<file path="config.mk">
export PLATFORM = sky130hd
export DESIGN_NAME = ppa_cordic_stage
export DESIGN_NICKNAME = d
export VERILOG_FILES = /design/src/hw/rtl/ppa_pkg.sv /design/src/hw/rtl/ppa_cordic_stage.sv
export SDC_FILE = /design/constraint.sdc
export NUM_CORES = 1
export LEC_CHECK = 0
export ABC_AREA = 0
export BUFFER_PORTS_ARGS = -buffer_cell sky130_fd_sc_hd__buf_4
export CAP_MARGIN = 20
export CELL_PAD_IN_SITES_DETAIL_PLACEMENT = 0
export CELL_PAD_IN_SITES_GLOBAL_PLACEMENT = 1
export CORE_ASPECT_RATIO = 2
export CORE_UTILIZATION = 38
export CTS_CLUSTER_DIAMETER = 80
export DETAILED_ROUTE_END_ITERATION = 16
export GPL_TIMING_DRIVEN = 0
export PLACE_DENSITY_LB_ADDON = 0.1
export SLEW_MARGIN = 20
export SYNTH_ARGS = -nofsm -noshare
export SYNTH_HDL_FRONTEND = slang
export SYNTH_SLANG_ARGS = --single-unit
</file>
<file path="constraint.sdc">
create_clock -name i_clk -period 7.3 [get_ports i_clk]
set_input_delay 0.73 -clock i_clk [delete_from_list [all_inputs] [get_ports i_clk]]
set_output_delay 0.73 -clock i_clk [all_outputs]
set_load 0.03 [all_outputs]
</file>
<file path="src/hw/rtl/ppa_pkg.sv">
// Shared types, widths and constant tables for the polar phasor adder.
// Depends on nothing; every other file in the block imports it.
package ppa_pkg;

    localparam int CORDIC_STAGES_DEF = 16;
    localparam int MAG_W             = 32;
    localparam int PH_W              = 16;
    localparam int GUARD_BITS        = 4;
    localparam int GAIN_FRAC         = 26;
    localparam int GAIN_W            = GAIN_FRAC + 1;
    localparam int ROT_W             = 39;
    localparam int ROT_ZW            = 32;
    localparam int VEC_W             = 42;
    localparam int VEC_ZW            = 34;

    typedef struct packed {
        logic [MAG_W-1:0] first_magnitude;
        logic [PH_W-1:0]  first_phase;
        logic [MAG_W-1:0] second_magnitude;
        logic [PH_W-1:0]  second_phase;
    } t_in;

    typedef struct packed {
        logic [MAG_W-1:0] sum_magnitude;
        logic [PH_W-1:0]  sum_phase;
        logic             saturated;
    } t_out;

    typedef struct packed {
        logic             byp;
        logic             zero;
        logic [MAG_W-1:0] mag;
        logic [PH_W-1:0]  phase;
        logic             sat;
    } t_side;

    localparam logic [31:0] ATAN_TURNS [32] = '{
        32'h20000000, 32'h12E4051E, 32'h09FB385B, 32'h051111D4,
        32'h028B0D43, 32'h0145D7E1, 32'h00A2F61E, 32'h00517C55,
        32'h0028BE53, 32'h00145F2F, 32'h000A2F98, 32'h000517CC,
        32'h00028BE6, 32'h000145F3, 32'h0000A2FA, 32'h0000517D,
        32'h000028BE, 32'h0000145F, 32'h00000A30, 32'h00000518,
        32'h0000028C, 32'h00000146, 32'h000000A3, 32'h00000051,
        32'h00000029, 32'h00000014, 32'h0000000A, 32'h00000005,
        32'h00000003, 32'h00000001, 32'h00000001, 32'h00000000
    };

    localparam logic [63:0] GSQ_0  = 64'd1 << GAIN_FRAC;
    localparam logic [63:0] GSQ_1  = GSQ_0 / 64'd2;
    localparam logic [63:0] GSQ_2  = (GSQ_1 << 2) / 64'd5;
    localparam logic [63:0] GSQ_3  = (GSQ_2 << 4) / 64'd17;
    localparam logic [63:0] GSQ_4  = (GSQ_3 << 6) / 64'd65;
    localparam logic [63:0] GSQ_5  = (GSQ_4 << 8) / 64'd257;
    localparam logic [63:0] GSQ_6  = (GSQ_5 << 10) / 64'd1025;
    localparam logic [63:0] GSQ_7  = (GSQ_6 << 12) / 64'd4097;
    localparam logic [63:0] GSQ_8  = (GSQ_7 << 14) / 64'd16385;
    localparam logic [63:0] GSQ_9  = (GSQ_8 << 16) / 64'd65537;
    localparam logic [63:0] GSQ_10 = (GSQ_9 << 18) / 64'd262145;
    localparam logic [63:0] GSQ_11 = (GSQ_10 << 20) / 64'd1048577;
    localparam logic [63:0] GSQ_12 = (GSQ_11 << 22) / 64'd4194305;
    localparam logic [63:0] GSQ_13 = (GSQ_12 << 24) / 64'd16777217;
    localparam logic [63:0] GSQ_14 = (GSQ_13 << 26) / 64'd67108865;
    localparam logic [63:0] GSQ_15 = (GSQ_14 << 28) / 64'd268435457;
    localparam logic [63:0] GSQ_16 = (GSQ_15 << 30) / 64'd1073741825;

    localparam logic [GAIN_W-1:0] INV_GAIN_SQ [17] = '{
        GSQ_0[GAIN_W-1:0],  GSQ_1[GAIN_W-1:0],  GSQ_2[GAIN_W-1:0],  GSQ_3[GAIN_W-1:0],
        GSQ_4[GAIN_W-1:0],  GSQ_5[GAIN_W-1:0],  GSQ_6[GAIN_W-1:0],  GSQ_7[GAIN_W-1:0],
        GSQ_8[GAIN_W-1:0],  GSQ_9[GAIN_W-1:0],  GSQ_10[GAIN_W-1:0], GSQ_11[GAIN_W-1:0],
        GSQ_12[GAIN_W-1:0], GSQ_13[GAIN_W-1:0], GSQ_14[GAIN_W-1:0], GSQ_15[GAIN_W-1:0],
        GSQ_16[GAIN_W-1:0]
    };

    function automatic logic [GAIN_W-1:0] inv_gain_sq(int n);
        return INV_GAIN_SQ[(n > 16) ? 16 : ((n < 0) ? 0 : n)];
    endfunction

endpackage

</file>
<file path="src/hw/rtl/ppa_cordic_stage.sv">
// One registered CORDIC micro-rotation over one or more lanes, rotation or vectoring.
// Depends on ppa_pkg for the arctangent table and the side-band type.
module ppa_cordic_stage #(
    parameter int LANES  = 1,
    parameter int DW     = 39,
    parameter int AW     = 32,
    parameter int IDX    = 0,
    parameter bit VECTOR = 1'b0
) (
    input  logic                          i_clk,
    input  logic                          i_rst_n,
    input  logic                          i_en,
    input  logic                          i_valid,
    input  ppa_pkg::t_side                i_side,
    input  logic [LANES-1:0][DW-1:0]      i_x,
    input  logic [LANES-1:0][DW-1:0]      i_y,
    input  logic [LANES-1:0][AW-1:0]      i_z,
    output logic                          o_valid,
    output ppa_pkg::t_side                o_side,
    output logic [LANES-1:0][DW-1:0]      o_x,
    output logic [LANES-1:0][DW-1:0]      o_y,
    output logic [LANES-1:0][AW-1:0]      o_z
);
    import ppa_pkg::*;

    localparam logic [AW-1:0] ANGLE = AW'(ATAN_TURNS[IDX]);

    logic                     r_valid;
    t_side                    r_side;
    logic [LANES-1:0][DW-1:0] r_x, r_y, n_x, n_y;
    logic [LANES-1:0][AW-1:0] r_z, n_z;

    always_comb begin
        logic signed [DW-1:0] xs, ys, dx, dy;
        logic                 pos;
        for (int l = 0; l < LANES; l++) begin
            xs  = $signed(i_x[l]);
            ys  = $signed(i_y[l]);
            dx  = ys >>> IDX;
            dy  = xs >>> IDX;
            pos = VECTOR ? i_y[l][DW-1] : !i_z[l][AW-1];
            if (pos) begin
                n_x[l] = i_x[l] - dx;
                n_y[l] = i_y[l] + dy;
                n_z[l] = i_z[l] - ANGLE;
            end else begin
                n_x[l] = i_x[l] + dx;
                n_y[l] = i_y[l] - dy;
                n_z[l] = i_z[l] + ANGLE;
            end
        end
    end

    always_ff @(posedge i_clk) begin
        if (!i_rst_n) begin
            r_valid <= 1'b0;
        end else if (i_en) begin
            r_valid <= i_valid;
        end
        if (i_en) begin
            r_side <= i_side;
            r_x    <= n_x;
            r_y    <= n_y;
            r_z    <= n_z;
        end
    end

    assign o_valid = r_valid;
    assign o_side  = r_side;
    assign o_x     = r_x;
    assign o_y     = r_y;
    assign o_z     = r_z;

endmodule

</file>
==> parameters.txt <==
Parameter                              Value

Status
  Outcome ... finished, final reports clean

STA
  Total negative setup slack ... 0 ns
  Headroom to the max-slew limit ... between 20% and 30%
  Setup repair after global routing missed its margin ... no
  Final worst slack ... between 3 and 4 ns
  Worst clock skew ... 0 ns
  Number of setup violations in the final report ... 0
  Tightest hold margin ... 0.446 ns
  Slew @ Worst Pin ... roughly 1.1 ns
  Hold violation total from the final report ... 0
  Fmax achieved ... about 230 MHz
  Count of final max-slew check failures ... 0
  Share of the clock period used by the worst path ... between 50 and 60%
  Min Clock Period, post-route ... between 4 and 5 ns

Yosys
  Post-synthesis cell area ... roughly 12000 um2
  Most instantiated library cell after synthesis ... sky130_fd_sc_hd__a21oi_1
  Warning count from the yosys run ... 0
  Proportion of synthesized chip area in sequential cells ... between 30% and 40%
  Top FF cell, synth ... sky130_fd_sc_hd__edfxtp_1
  Number of enable-type register cells in the synthesized netlist ... 160
  Synth top area cells ... sky130_fd_sc_hd__edfxtp_1 40%, sky130_fd_sc_hd__ha_1 13%, sky130_fd_sc_hd__a21oi_1 6.7%
  Cell count after synthesis ... about 1300
  Area leader, netlist ... sky130_fd_sc_hd__edfxtp_1
  Average cell area after synthesis ... about 9.4 um2
  Seq cells post-synth ... ~160
  Net count of the mapped netlist ... roughly 1600
  Fraction of post-synthesis cell area in the top cell type by area ... around 40%
  Async set-reset flop share out of synthesis ... 0%
  Most numerous cell types in the synthesized netlist ... 162 x sky130_fd_sc_hd__a21oi_1, 160 x sky130_fd_sc_hd__edfxtp_1, 124 x sky130_fd_sc_hd__ha_1, 116 x sky130_fd_sc_hd__inv_1, 102 x sky130_fd_sc_hd__nor2_1
  Post-synthesis cell type count ... 75

Detailed routing
  Detailed-route wire length per cell ... 23.8 um
  Count of vias placed by the detailed router ... 11500
  1st-pass router iterations ... 6
  M1 wire length ... approximately 16000 um
  Vias per inst ... approximately 5.6
  Sum of met2 wire segment lengths after detailed routing ... approximately 27000 um
  Uppermost layer routed ... met4
  Drt total wl ... 49300 um
  Iteration-0 DRC count of the detailed router ... 644
  Antenna violation net count after detailed routing ... 0
  Met3 Wirelength ... approximately 2300 um
  DRC Markers ... 0

Setup path
  Kind of launch point of the worst setup path ... input pin
  Worst setup slack for register-to-register paths ... 6.69 ns
  Class of the most critical setup path ... in -> reg
  Reg-to-reg startpoint ... o_valid$_SDFFE_PN0P_
  Required time reported for the critical path endpoint ... approximately 7.5 ns
  CP Max Fanout ... 4
  CP endpoint kind ... flip-flop
  Endpoint of the worst register-to-register path ... o_valid$_SDFFE_PN0P_
  Worst endpoint data arrival time ... 4.47 ns
  Worst Reg2Reg Path Length in Cells ... 2

Floorplanning
  Die Outline Area ... roughly 33000 um2
  Area of the placeable core ... around 31000 um2
  Vertical die dimension ... about 250 um
  Die outline width ... between 100 and 150 um
  Starting density of the core ... around 38%
  Number of cell rows ... around 90
  Count of pins on the block boundary ... 327

Place
  Placer's final routability congestion estimate ... 0.972
  Worst setup slack after placement ... about 2.7 ns
  Hpwl dp ... ~40000 um
  Area after DPL ... roughly 15000 um2
  Placed insts ... roughly 2000
  Input/output buffers ... around 330

Clock network
  Clock sink total ... 161
  Root buffer cell ... sky130_fd_sc_hd__clkbuf_16
  Maximum clock path buffer count ... 2
  Clock tree from TritonCTS ... yes
  Clock latency of the later-clocked register in the worst-skew pair ... around 0.45 ns
  Count of H-tree levels built during CTS ... 4
  Total of hold buffers inserted after clock tree synthesis ... 0
  Number of gates resized after cts ... 0
  Reg clk slew, reported paths ... 0.07 ns
  Post-CTS setup buffer count ... 0
  Clock buffer count from CTS ... 17

Hold path
  Hold wc startpoint ... i_side[20]
  WHS Endpoint ... o_side[20]$_DFFE_PP_
  Worst hold path depth ... 1
  Hold crit path type ... in -> reg

Global routing
  Number of antenna violations at the first check in global routing ... 0
  Number of global-route vias before repair ... 11700
  Maximum number of pins on one net before global-route repair ... 107
  GR Util All Layers ... a little under a third
  Global-route wire length before repair ... 70300 um
  GRT Residual Overflow ... 0

Pwr
  Cell area power density ... approximately 210 nW/um2
  Leakage power ... 6.75 nW
  IR Drop Worst-Case VDD ... roughly 0.16 mV
  Power Total ... 3.35 mW

Final layout
  Share of post-route cells with drive strength above 1 ... a little under a quarter
  Number of antenna cells inserted ... 0
  Final design utilization ... between 40% and 50%
  Non-filler instance count after layout ... ~2100
  Fillcell total ... roughly 3100
  Area growth from synthesis to layout ... 29.8%
  Final Net Count ... around 1900
  Cell area after layout ... about 16000 um2

Job
  Max cap viols ... 0
==> flip-flops by register name (all words and copies together) (netlist names) <==
| name | count |
|---|---|
| o_side | 51 |
| o_x | 39 |
| o_y | 38 |
| o_z | 32 |
| o_valid | 1 |
==> worst max-delay path, cell delays in order <==
cell and delay [ns]:
sky130_fd_sc_hd__buf_4 0.09, sky130_fd_sc_hd__ha_1 0.19, sky130_fd_sc_hd__inv_1 0.07, sky130_fd_sc_hd__fa_1 0.42, sky130_fd_sc_hd__o21ba_4 0.22, sky130_fd_sc_hd__nor3_1 0.36, sky130_fd_sc_hd__o311ai_4 0.19, sky130_fd_sc_hd__a2111oi_4 0.69
sky130_fd_sc_hd__nor2_1 0.22, sky130_fd_sc_hd__o21ai_1 0.62, sky130_fd_sc_hd__nand4_1 0.26, sky130_fd_sc_hd__a21boi_1 0.27, sky130_fd_sc_hd__xnor2_1 0.12
==> cells in the final DEF (no fill, tap or decap), drive strengths merged, types with 6 or more instances in the layout <==
cell type / instances
a211oi: 15
a21boi: 7
a21o: 19
a21oi: 162
a31oi: 7
buf: 350
clkbuf: 49
clkinv: 12
edfxtp: 160
ha: 124
inv: 122
mux2i: 16
nand2: 66
nand2b: 7
nand3: 23
nand3b: 6
nand4: 24
nor2: 102
nor2b: 20
nor3: 32
nor4: 13
o211ai: 8
o21a: 12
o21ai: 100
o21bai: 22
o31ai: 10
xnor2: 72
==> layout make-up <==
type | count | area (um2) | area share (%)
Buffer | 56 | 243 | 1.55
Timing Repair Buffer | 326 | 2470 | 15.8
Sequential cell | 161 | 4820 | 30.8
Clock inverter | 15 | 170 | 1.09
Clock buffer | 17 | 425 | 2.71
Tap cell | 423 | 529 | 3.38
Inverter | 120 | 450 | 2.87
Multi-Input combinational cell | 951 | 6560 | 41.8
==> where the power goes <==
part	leakage [nW]	internal (mW)	switching [mW]
Combinational	4.89	0.434	0.811
Sequential	1.57	1.16	0.0310
Clock	0.287	0.459	0.447
==> how the worst max path moves through the flow <==
stage	endpoint	cells past startpoint	slack [ns]	start
2_1_floorplan	o_x[26]$_DFFE_PP_	12	3.92	i_x[0]
3_3_place_gp	o_y[31]$_DFFE_PP_	13	2.65	i_x[4]
3_5_place_dp	o_y[36]$_DFFE_PP_	13	2.73	i_x[0]
4_1_cts	o_y[36]$_DFFE_PP_	13	3.19	i_x[0]
5_1_grt	o_y[35]$_DFFE_PP_	13	3.05	i_x[14]
6_report	o_y[36]$_DFFE_PP_	13	3.02	i_x[0]
==> cells by family after synthesis <==
| group | Yosys count | share of synthesized area, % |
|---|---|---|
| adders and majority gates | 128 | 13.5 |
| muxes | 16 | 1.33 |
| AOI/OAI and AO/OA | 416 | 21.5 |
| DFF | 161 | 39.9 |
| xor gates and xnor gates | 75 | 5.44 |
| and+or+nand+nor | 316 | 12.5 |
| buffers and inverters | 176 | 5.74 |
==> routing by layer <==
layer  vias to the layer above  track usage (%)
met5                         -                0
li1                       5346                -
met3                       195             4.55
met4                         0             23.8
met1                      5488             26.1
met2                       509             59.3
No activity file was read; power rests on OpenSTA's default activity.
