### src/hw/rtl/ppa_pkg.sv
// Shared types, widths and constant tables for the polar phasor adder.
// Depends on nothing; every other file in the block imports it.
package ppa_pkg;

    localparam int CORDIC_STAGES_DEF = 16;
    localparam int MAG_W             = 32;
    localparam int PH_W              = 16;
    localparam int GUARD_BITS        = 4;
    localparam int GAIN_FRAC         = 26;
    localparam int GAIN_W            = GAIN_FRAC + 1;
    localparam int ROT_W             = 39;
    localparam int ROT_ZW            = 32;
    localparam int VEC_W             = 42;
    localparam int VEC_ZW            = 34;

    typedef struct packed {
        logic [MAG_W-1:0] first_magnitude;
        logic [PH_W-1:0]  first_phase;
        logic [MAG_W-1:0] second_magnitude;
        logic [PH_W-1:0]  second_phase;
    } t_in;

    typedef struct packed {
        logic [MAG_W-1:0] sum_magnitude;
        logic [PH_W-1:0]  sum_phase;
        logic             saturated;
    } t_out;

    typedef struct packed {
        logic             byp;
        logic             zero;
        logic [MAG_W-1:0] mag;
        logic [PH_W-1:0]  phase;
        logic             sat;
    } t_side;

    localparam logic [31:0] ATAN_TURNS [32] = '{
        32'h20000000, 32'h12E4051E, 32'h09FB385B, 32'h051111D4,
        32'h028B0D43, 32'h0145D7E1, 32'h00A2F61E, 32'h00517C55,
        32'h0028BE53, 32'h00145F2F, 32'h000A2F98, 32'h000517CC,
        32'h00028BE6, 32'h000145F3, 32'h0000A2FA, 32'h0000517D,
        32'h000028BE, 32'h0000145F, 32'h00000A30, 32'h00000518,
        32'h0000028C, 32'h00000146, 32'h000000A3, 32'h00000051,
        32'h00000029, 32'h00000014, 32'h0000000A, 32'h00000005,
        32'h00000003, 32'h00000001, 32'h00000001, 32'h00000000
    };

    localparam logic [63:0] GSQ_0  = 64'd1 << GAIN_FRAC;
    localparam logic [63:0] GSQ_1  = GSQ_0 / 64'd2;
    localparam logic [63:0] GSQ_2  = (GSQ_1 << 2) / 64'd5;
    localparam logic [63:0] GSQ_3  = (GSQ_2 << 4) / 64'd17;
    localparam logic [63:0] GSQ_4  = (GSQ_3 << 6) / 64'd65;
    localparam logic [63:0] GSQ_5  = (GSQ_4 << 8) / 64'd257;
    localparam logic [63:0] GSQ_6  = (GSQ_5 << 10) / 64'd1025;
    localparam logic [63:0] GSQ_7  = (GSQ_6 << 12) / 64'd4097;
    localparam logic [63:0] GSQ_8  = (GSQ_7 << 14) / 64'd16385;
    localparam logic [63:0] GSQ_9  = (GSQ_8 << 16) / 64'd65537;
    localparam logic [63:0] GSQ_10 = (GSQ_9 << 18) / 64'd262145;
    localparam logic [63:0] GSQ_11 = (GSQ_10 << 20) / 64'd1048577;
    localparam logic [63:0] GSQ_12 = (GSQ_11 << 22) / 64'd4194305;
    localparam logic [63:0] GSQ_13 = (GSQ_12 << 24) / 64'd16777217;
    localparam logic [63:0] GSQ_14 = (GSQ_13 << 26) / 64'd67108865;
    localparam logic [63:0] GSQ_15 = (GSQ_14 << 28) / 64'd268435457;
    localparam logic [63:0] GSQ_16 = (GSQ_15 << 30) / 64'd1073741825;

    localparam logic [GAIN_W-1:0] INV_GAIN_SQ [17] = '{
        GSQ_0[GAIN_W-1:0],  GSQ_1[GAIN_W-1:0],  GSQ_2[GAIN_W-1:0],  GSQ_3[GAIN_W-1:0],
        GSQ_4[GAIN_W-1:0],  GSQ_5[GAIN_W-1:0],  GSQ_6[GAIN_W-1:0],  GSQ_7[GAIN_W-1:0],
        GSQ_8[GAIN_W-1:0],  GSQ_9[GAIN_W-1:0],  GSQ_10[GAIN_W-1:0], GSQ_11[GAIN_W-1:0],
        GSQ_12[GAIN_W-1:0], GSQ_13[GAIN_W-1:0], GSQ_14[GAIN_W-1:0], GSQ_15[GAIN_W-1:0],
        GSQ_16[GAIN_W-1:0]
    };

    function automatic logic [GAIN_W-1:0] inv_gain_sq(int n);
        return INV_GAIN_SQ[(n > 16) ? 16 : ((n < 0) ? 0 : n)];
    endfunction

endpackage

### src/hw/rtl/ppa_gain.sv
// Two-stage gain correction, rounding, saturation and result select.
// Depends on ppa_pkg for widths, the gain function and the result types.
module ppa_gain #(
    parameter int STAGES = ppa_pkg::CORDIC_STAGES_DEF
) (
    input  logic                        i_clk,
    input  logic                        i_rst_n,
    input  logic                        i_en,
    input  logic                        i_valid,
    input  ppa_pkg::t_side              i_side,
    input  logic [ppa_pkg::VEC_W-1:0]   i_x,
    input  logic [ppa_pkg::VEC_ZW-1:0]  i_z,
    output logic                        o_valid,
    output ppa_pkg::t_out               o_data
);
    import ppa_pkg::*;

    localparam logic [GAIN_W-1:0] GAIN = inv_gain_sq(STAGES);
    localparam int XW    = VEC_W - 1;
    localparam int LO    = (XW + 1) / 2;
    localparam int HI    = XW - LO;
    localparam int PW    = XW + GAIN_W + 1;
    localparam int SHIFT = GAIN_FRAC + GUARD_BITS;

    logic                   r_valid_a, r_valid_b;
    t_side                  r_side_a;
    logic [LO+GAIN_W-1:0]   r_plo;
    logic [HI+GAIN_W-1:0]   r_phi;
    logic [PH_W-1:0]        r_phase_a;
    t_out                   r_out, n_out;
    logic [XW-1:0]          xc;
    logic [VEC_ZW-1:0]      zr;
    logic [PW-1:0]          prod;
    logic [PW-1:0]          scaled;

    assign xc = i_x[VEC_W-1] ? '0 : i_x[XW-1:0];
    assign zr = i_z + VEC_ZW'(32'h8000);

    always_comb begin
        prod   = PW'(r_plo) + (PW'(r_phi) << LO) + (PW'(1) << (SHIFT - 1));
        scaled = prod >> SHIFT;
        if (r_side_a.byp) begin
            n_out.sum_magnitude = r_side_a.mag;
            n_out.sum_phase     = r_side_a.phase;
            n_out.saturated     = r_side_a.sat;
        end else if (r_side_a.zero) begin
            n_out = '0;
        end else begin
            n_out.sum_phase = r_phase_a;
            if (|scaled[PW-1:MAG_W]) begin
                n_out.sum_magnitude = '1;
                n_out.saturated     = 1'b1;
            end else begin
                n_out.sum_magnitude = scaled[MAG_W-1:0];
                n_out.saturated     = 1'b0;
            end
        end
    end

    always_ff @(posedge i_clk) begin
        if (!i_rst_n) begin
            r_valid_a <= 1'b0;
            r_valid_b <= 1'b0;
        end else if (i_en) begin
            r_valid_a <= i_valid;
            r_valid_b <= r_valid_a;
        end
        if (i_en) begin
            r_side_a  <= i_side;
            r_plo     <= xc[LO-1:0] * GAIN;
            r_phi     <= xc[XW-1:LO] * GAIN;
            r_phase_a <= zr[31:16];
            r_out     <= n_out;
        end
    end

    assign o_valid = r_valid_b;
    assign o_data  = r_out;

endmodule
### config.mk
export PLATFORM = sky130hd
export DESIGN_NAME = ppa_gain
export DESIGN_NICKNAME = d
export VERILOG_FILES = /design/src/hw/rtl/ppa_pkg.sv /design/src/hw/rtl/ppa_gain.sv
export SDC_FILE = /design/constraint.sdc
export NUM_CORES = 1
export LEC_CHECK = 0
export ABC_AREA = 1
export ABC_CLOCK_PERIOD_IN_PS = 6580
export CAP_MARGIN = 20
export CELL_PAD_IN_SITES_DETAIL_PLACEMENT = 2
export CELL_PAD_IN_SITES_GLOBAL_PLACEMENT = 2
export CORE_ASPECT_RATIO = 0.6
export CORE_MARGIN = 4
export CORE_UTILIZATION = 38
export DETAILED_ROUTE_END_ITERATION = 12
export DONT_BUFFER_PORTS = 1
export PLACE_DENSITY_LB_ADDON = 0.1
export RECOVER_POWER = 25
export SKIP_CTS_REPAIR_TIMING = 1
export SKIP_LAST_GASP = 1
export SLEW_MARGIN = 20
export SYNTH_ARGS = -nofsm -noshare
export SYNTH_HDL_FRONTEND = slang
export SYNTH_SLANG_ARGS = --single-unit
### constraint.sdc
create_clock -name i_clk -period 6.58 [get_ports i_clk]
set_input_delay 0 -clock i_clk [delete_from_list [all_inputs] [get_ports i_clk]]
set_output_delay 0 -clock i_clk [all_outputs]
set_load 0.01 [all_outputs]
==> run metrics, run 1 <==
CP required 6.86 ns; cell family with most CP delay adder cells; area leader, netlist fa_1; reg2reg setup slack 3.05 ns; final setup vio count 0; Worst-Skew Late Latency 0.46 ns; RR Startpoint r_phi[11]; top cell type's share of synthesized area between 20 and 25%; asr flop ratio synth 0%; TritonCTS clock tree yes; GR Overflow Total 0; area delta synth->final 12.0%; Worst Setup End Kind register; Residual DRC 0; failing checks max-capacitance violations, max-slew violations; Synthesized Nets 4153; GP Congestion about 0.96; CTS sink cnt roughly 180; crit path buf inv count 6; vias in the first global route around 25000; Max Slew Vio Count between 150 and 200; WHS 0.0710 ns; setup TNS 0 ns; yosys synthesis warning count 0; fin nets approximately 4300; initial cell density of the core between 30% and 40%; Initial DRC Count about 1500; CTS Buf Count 17; via count 23100; Avg Cell Area, Syn around 8.7 µm²; pin count of the biggest net entering global routing 186; Max Root-Sink Buffers 2; worst hold path class primary input to register; commonest non-fill, non-tap cell in the layout inv_1; Worst Min Path Start i_z[17]; die height approximately 220 µm; IO Pins roughly 180; clock root buffer clkbuf_16; Netlist Area Pre-Place around 0.028 mm²; critical path arrival between 6 and 7 ns; initial antenna violation count 0; # diodes 0; Max Cap Viol 1; First-pass DRT Iterations 5; die width roughly 360 µm; Critical Path Max Stage Delay between 0.6 and 0.7 ns; Rel. slew slack -223%; first-pass GRT wire length ~160000 µm; FF-to-FF path depth 15; unrepaired setup endpoints after global routing false; commonest non-fill, non-tap cells in the layout inv_1 (790), nand2_1 (541), ha_1 (449); reg2reg end o_data[39]; most used cell, CP fa_1; Mapped Cells approximately 3200; period utilization a little over nine tenths; dpl hpwl between 90000 and 100000 µm; fmax 161 MHz; sequential share of the synthesized area roughly a fifth; Die Footprint roughly 0.08 mm²; slowest CP cell fa_1; routed wire length 112000 µm; share of cells above drive strength 1 under 10%; Post-synth top flop edfxtp_1; H-tree depth 4; final hold violations 0; # rows 76; core area between 0.07 and 0.08 mm²; Hold EP r_phase_a[5]; #FFs+latches synth ~180; post-route ant nets 0; Tmin final 6.20 ns; Worst Max-Slew Pin Slew 4.84 ns; Setup CP Type primary input to register; IO Port Bufs 0; register clock-pin slew on the reported worst setup and hold paths ~0.09 ns; Synth area leaders fa_1 (25%), ha_1 (20%), edfxtp_1 (19%), inv_1 (11%), nand2_1 (7.2%); Distinct cells, synth 45; Place WS between 0.03 and 0.04 ns; Worst Clk Skew 0.0181 ns; Post-synth EDFFs roughly 180; total global-route track usage between 20% and 30%; outcome finished with violations; Setup WS post-layout around 0.38 ns; crit-path max FO 19; startpoint types primary input; WL/cell ~25 µm; hold path cells 4; vias per inst roughly 5.2
-- per-layer routing --
layer / routed length [µm] / vias up / global-route usage (%)
li1: - / 10500 / -
met3: 7210 / 47 / 5.24
met4: 980 / 0 / 2.06
met5: 0 / - / 0
met1: 59600 / 12000 / 45.2
met2: 43900 / 558 / 38.9
-- per-stage QoR --
stage,instances,instance area [µm²],utilization (%)
2_1_floorplan,3228,28100,-
3_3_place_gp,4295,30100,41.5
3_5_place_dp,4295,30100,41.5
4_1_cts,4327,30700,42.3
5_1_grt,4410,31500,43.5
6_report,4410,31500,43.5
-- cells in the mapped netlist, drive strengths merged, types with 23 or more instances --
cell and count:
a21o 23, a21oi 128, edfxtp 182, fa 345, ha 449, inv 790
nand2 543, nand3 81, nor2 282, nor3 23, o21ai 84, o21bai 26
xnor2 30, xor2 87
-- state kept, by name (all words and copies together) (netlist names) --
register,flops
r_plo,23
r_side_a,51
r_valid_a,1
o_valid,1
o_data,49
r_phi,43
r_phase_a,16
-- kinds of logic (layout without fill, tap and decap cells) --
logic type	count (synthesis)	in the layout	synth area share [%]
AOI/OAI and AO/OA	336	336	7.11
xor gates and xnor gates	117	117	3.64
adders and majority gates	794	794	44.5
buffers and inverters	809	1016	10.9
DFF	184	184	19.6
and+or+nand+nor	988	988	14.3
-- worst max path at each step --
stage	start	endpoint	slack, ns	cells after the start
after floorplan	i_x[41]	r_plo[36]	0.43	26
after global placement	i_x[41]	r_plo[43]	0.19	27
after detailed placement	i_x[41]	r_plo[39]	0.04	28
after CTS	i_x[41]	r_plo[34]	0.46	25
after global routing	i_x[41]	r_plo[34]	0.08	25
final	i_x[41]	r_plo[34]	0.38	25
-- area by class of cell --
class,instances,area [µm²]
sequential,184,5510
timing repair buffer,193,1660
multi-input combinational,2235,19600
tap,975,1220
clock inverter,15,165
clock buffer,17,425
fill,8115,41000
inverter,791,2970
-- worst min-delay path, cell delays in order --
cell	delay (ns)
nand2_1	0.04
nor2_1	0.06
nand3_1	0.15
xor2_1	0.11
Power of run 1 is not shown: default switching activity piles up to over one toggle a cycle in this logic, so the estimate is an artifact.
==> run 2: changes to the inputs <==
Settings changed: CELL_PAD_IN_SITES_DETAIL_PLACEMENT 2 to 1, CELL_PAD_IN_SITES_GLOBAL_PLACEMENT 2 to 1, CORE_UTILIZATION 38 to 46.
==> run 2 against run 1 <==
Against the previous run: sequential share of layout area grew 0.21 points; maximum frequency shrank 0.22%; final cell count shrank 4.2%; sequential cell count is the same; count of clock-buffer cells in the layout grew 1; global-route usage grew 1.8 points; non-clock buffer count shrank 25; via count shrank 1.4%; highest routed layer is now met5; the run still ends with max-capacitance violations, max-slew violations left; wire length shrank 12%; hold slack gained 0.0015 ns.
==> run metrics, run 2 (synthesized netlist as in run 1, its figures left out) <==
cell family with most CP delay adder cells; most flop-heavy register r_side_a; WHS between 0.07 and 0.08 ns; Residual DRC 0; Tmin final a little over 6 ns; reg2reg end o_data[25]; crit path buf inv count 7; pin count of the biggest net entering global routing 186; fin nets 4322; Setup CP Type primary input to register; slowest CP cell fa_1; CP required ~6.8 ns; Worst Max-Slew Pin Slew roughly 4.6 ns; vias per inst roughly 5.4; register clock-pin slew on the reported worst setup and hold paths 0.07 ns; share of cells above drive strength 1 approximately 4.3%; post-route ant nets 0; Max Cap Viol 1; Worst Setup End Kind register; TritonCTS clock tree yes; crit-path max FO 19; Die Footprint around 0.065 mm²; RR Startpoint r_phi[7]; Worst Clk Skew between 0.01 and 0.015 ns; die height 200 µm; H-tree depth 4; period utilization 94.5%; vias in the first global route about 24000; startpoint types primary input; IO Port Bufs 0; critical-path cell list clkinv_1 > buf_12 > nand2_1 > inv_1 > ha_1 > inv_1 > ha_1 > or2_2 > fa_1 > fa_1 > fa_1 > fa_1 > inv_1 > fa_1 > inv_1 > ha_1 > ha_1 > nand2_1 > nor2_1 > inv_1 > nor4_2 > nand4_1 > nand3_1 > xor2_1; first-pass GRT wire length between 100000 and 150000 µm; GR Overflow Total 0; total global-route track usage 29.6%; First-pass DRT Iterations 5; # rows 69; WL/cell around 23 µm; hold path cells 4; area delta synth->final 10.7%; core area ~0.060 mm²; CTS Buf Count 17; unrepaired setup endpoints after global routing false; GP Congestion 1.10; final hold violations 0; final setup vio count 0; IO Pins ~180; Initial DRC Count between 1500 and 2000; fmax around 160 MHz; worst hold path class primary input to register; Max Root-Sink Buffers 2; max reg flops 51; dpl hpwl roughly 85000 µm; Worst-Skew Late Latency ~0.45 ns; outcome finished with violations; Rel. slew slack -206%; failing checks max-capacitance violations, max-slew violations; commonest non-fill, non-tap cell in the layout inv_1; Max Slew Vio Count 186; initial antenna violation count 1; commonest non-fill, non-tap cells in the layout inv_1 (790), nand2_1 (541), ha_1 (449); die width roughly 330 µm; CTS sink cnt 184; Worst Min Path Start i_z[17]; critical path arrival roughly 6.5 ns; via count approximately 23000; initial cell density of the core 47.0%; reg2reg setup slack about 3.3 ns; Hold EP r_phase_a[5]; Critical Path Max Stage Delay 0.58 ns; clock root buffer clkbuf_16; FF-to-FF path depth 14; # diodes 0; routed wire length about 100000 µm
-- run 2: cell count changes in the layout (fill, tap and decap cells not counted) --
| cell | change |
|---|---|
| nor4_1 | -1 |
| nor4_2 | +1 |
| bufinv_16 | +1 |
| clkinv_4 | -1 |
| dlygate4sd3_1 | +1 |
| clkbuf_1 | +1 |
| clkinv_2 | +1 |
| clkinvlp_4 | -1 |
| inv_8 | +1 |
| clkinv_8 | -2 |
| buf_4 | -26 |
-- run 2: worst max path at each step --
stage	startpoint	end	slack (ns)	cells past startpoint
after detailed placement	i_x[41]	r_phi[38]	-0.16	25
final	i_x[41]	r_phi[38]	0.36	24
after floorplan	i_x[41]	r_plo[36]	0.43	26
after global placement	i_x[41]	r_phi[38]	0.01	24
after global routing	i_x[41]	r_phi[38]	0.06	26
after CTS	i_x[41]	r_phi[38]	0.30	21
-- run 2: metal layers --
| metal | routed length, µm | GRT usage, % | vias up |
|---|---|---|---|
| met5 | 13 | 0 | - |
| met4 | 648 | 2.58 | 2 |
| met3 | 9820 | 9.78 | 43 |
| met2 | 37400 | 39.0 | 759 |
| met1 | 50300 | 47.7 | 11500 |
| li1 | - | - | 10500 |
-- run 2: layout make-up --
class / instances / area (µm²)
Clock inverter: 14 / 163
Inverter: 791 / 2970
Multi-Input combinational cell: 2235 / 19600
Timing Repair Buffer: 168 / 1480
Tap cell: 816 / 1020
Fill cell: 7106 / 28700
Sequential cell: 184 / 5510
Clock buffer: 18 / 429
-- run 2: worst register-to-register path: stages (launching register included) --
cell      delay [ns]
edfxtp_1        0.44
ha_1            0.34
ha_1            0.34
a21oi_1         0.21
o21ai_0         0.17
nand2_1         0.09
nand3_1         0.15
nand2_1         0.10
nand3_1         0.27
nand2_1         0.14
nand2_1         0.08
nor2_1          0.11
nand2_1         0.09
nand2_4         0.30
nand2_1         0.15
-- run 2: stage by stage --
stage	instances	worst slack [ns]	setup TNS, ns	instance area [µm²]	utilization (%)
2_1_floorplan	3228	0.428	0	28100	-
3_3_place_gp	4110	0.00986	0	29700	49.7
3_5_place_dp	4110	-0.165	-0.165	29700	49.7
4_1_cts	4142	0.298	0	30300	50.7
5_1_grt	4226	0.0601	0	31200	52.1
6_report	4226	0.365	0	31200	52.1
Power of run 2 is left out for the same reason.
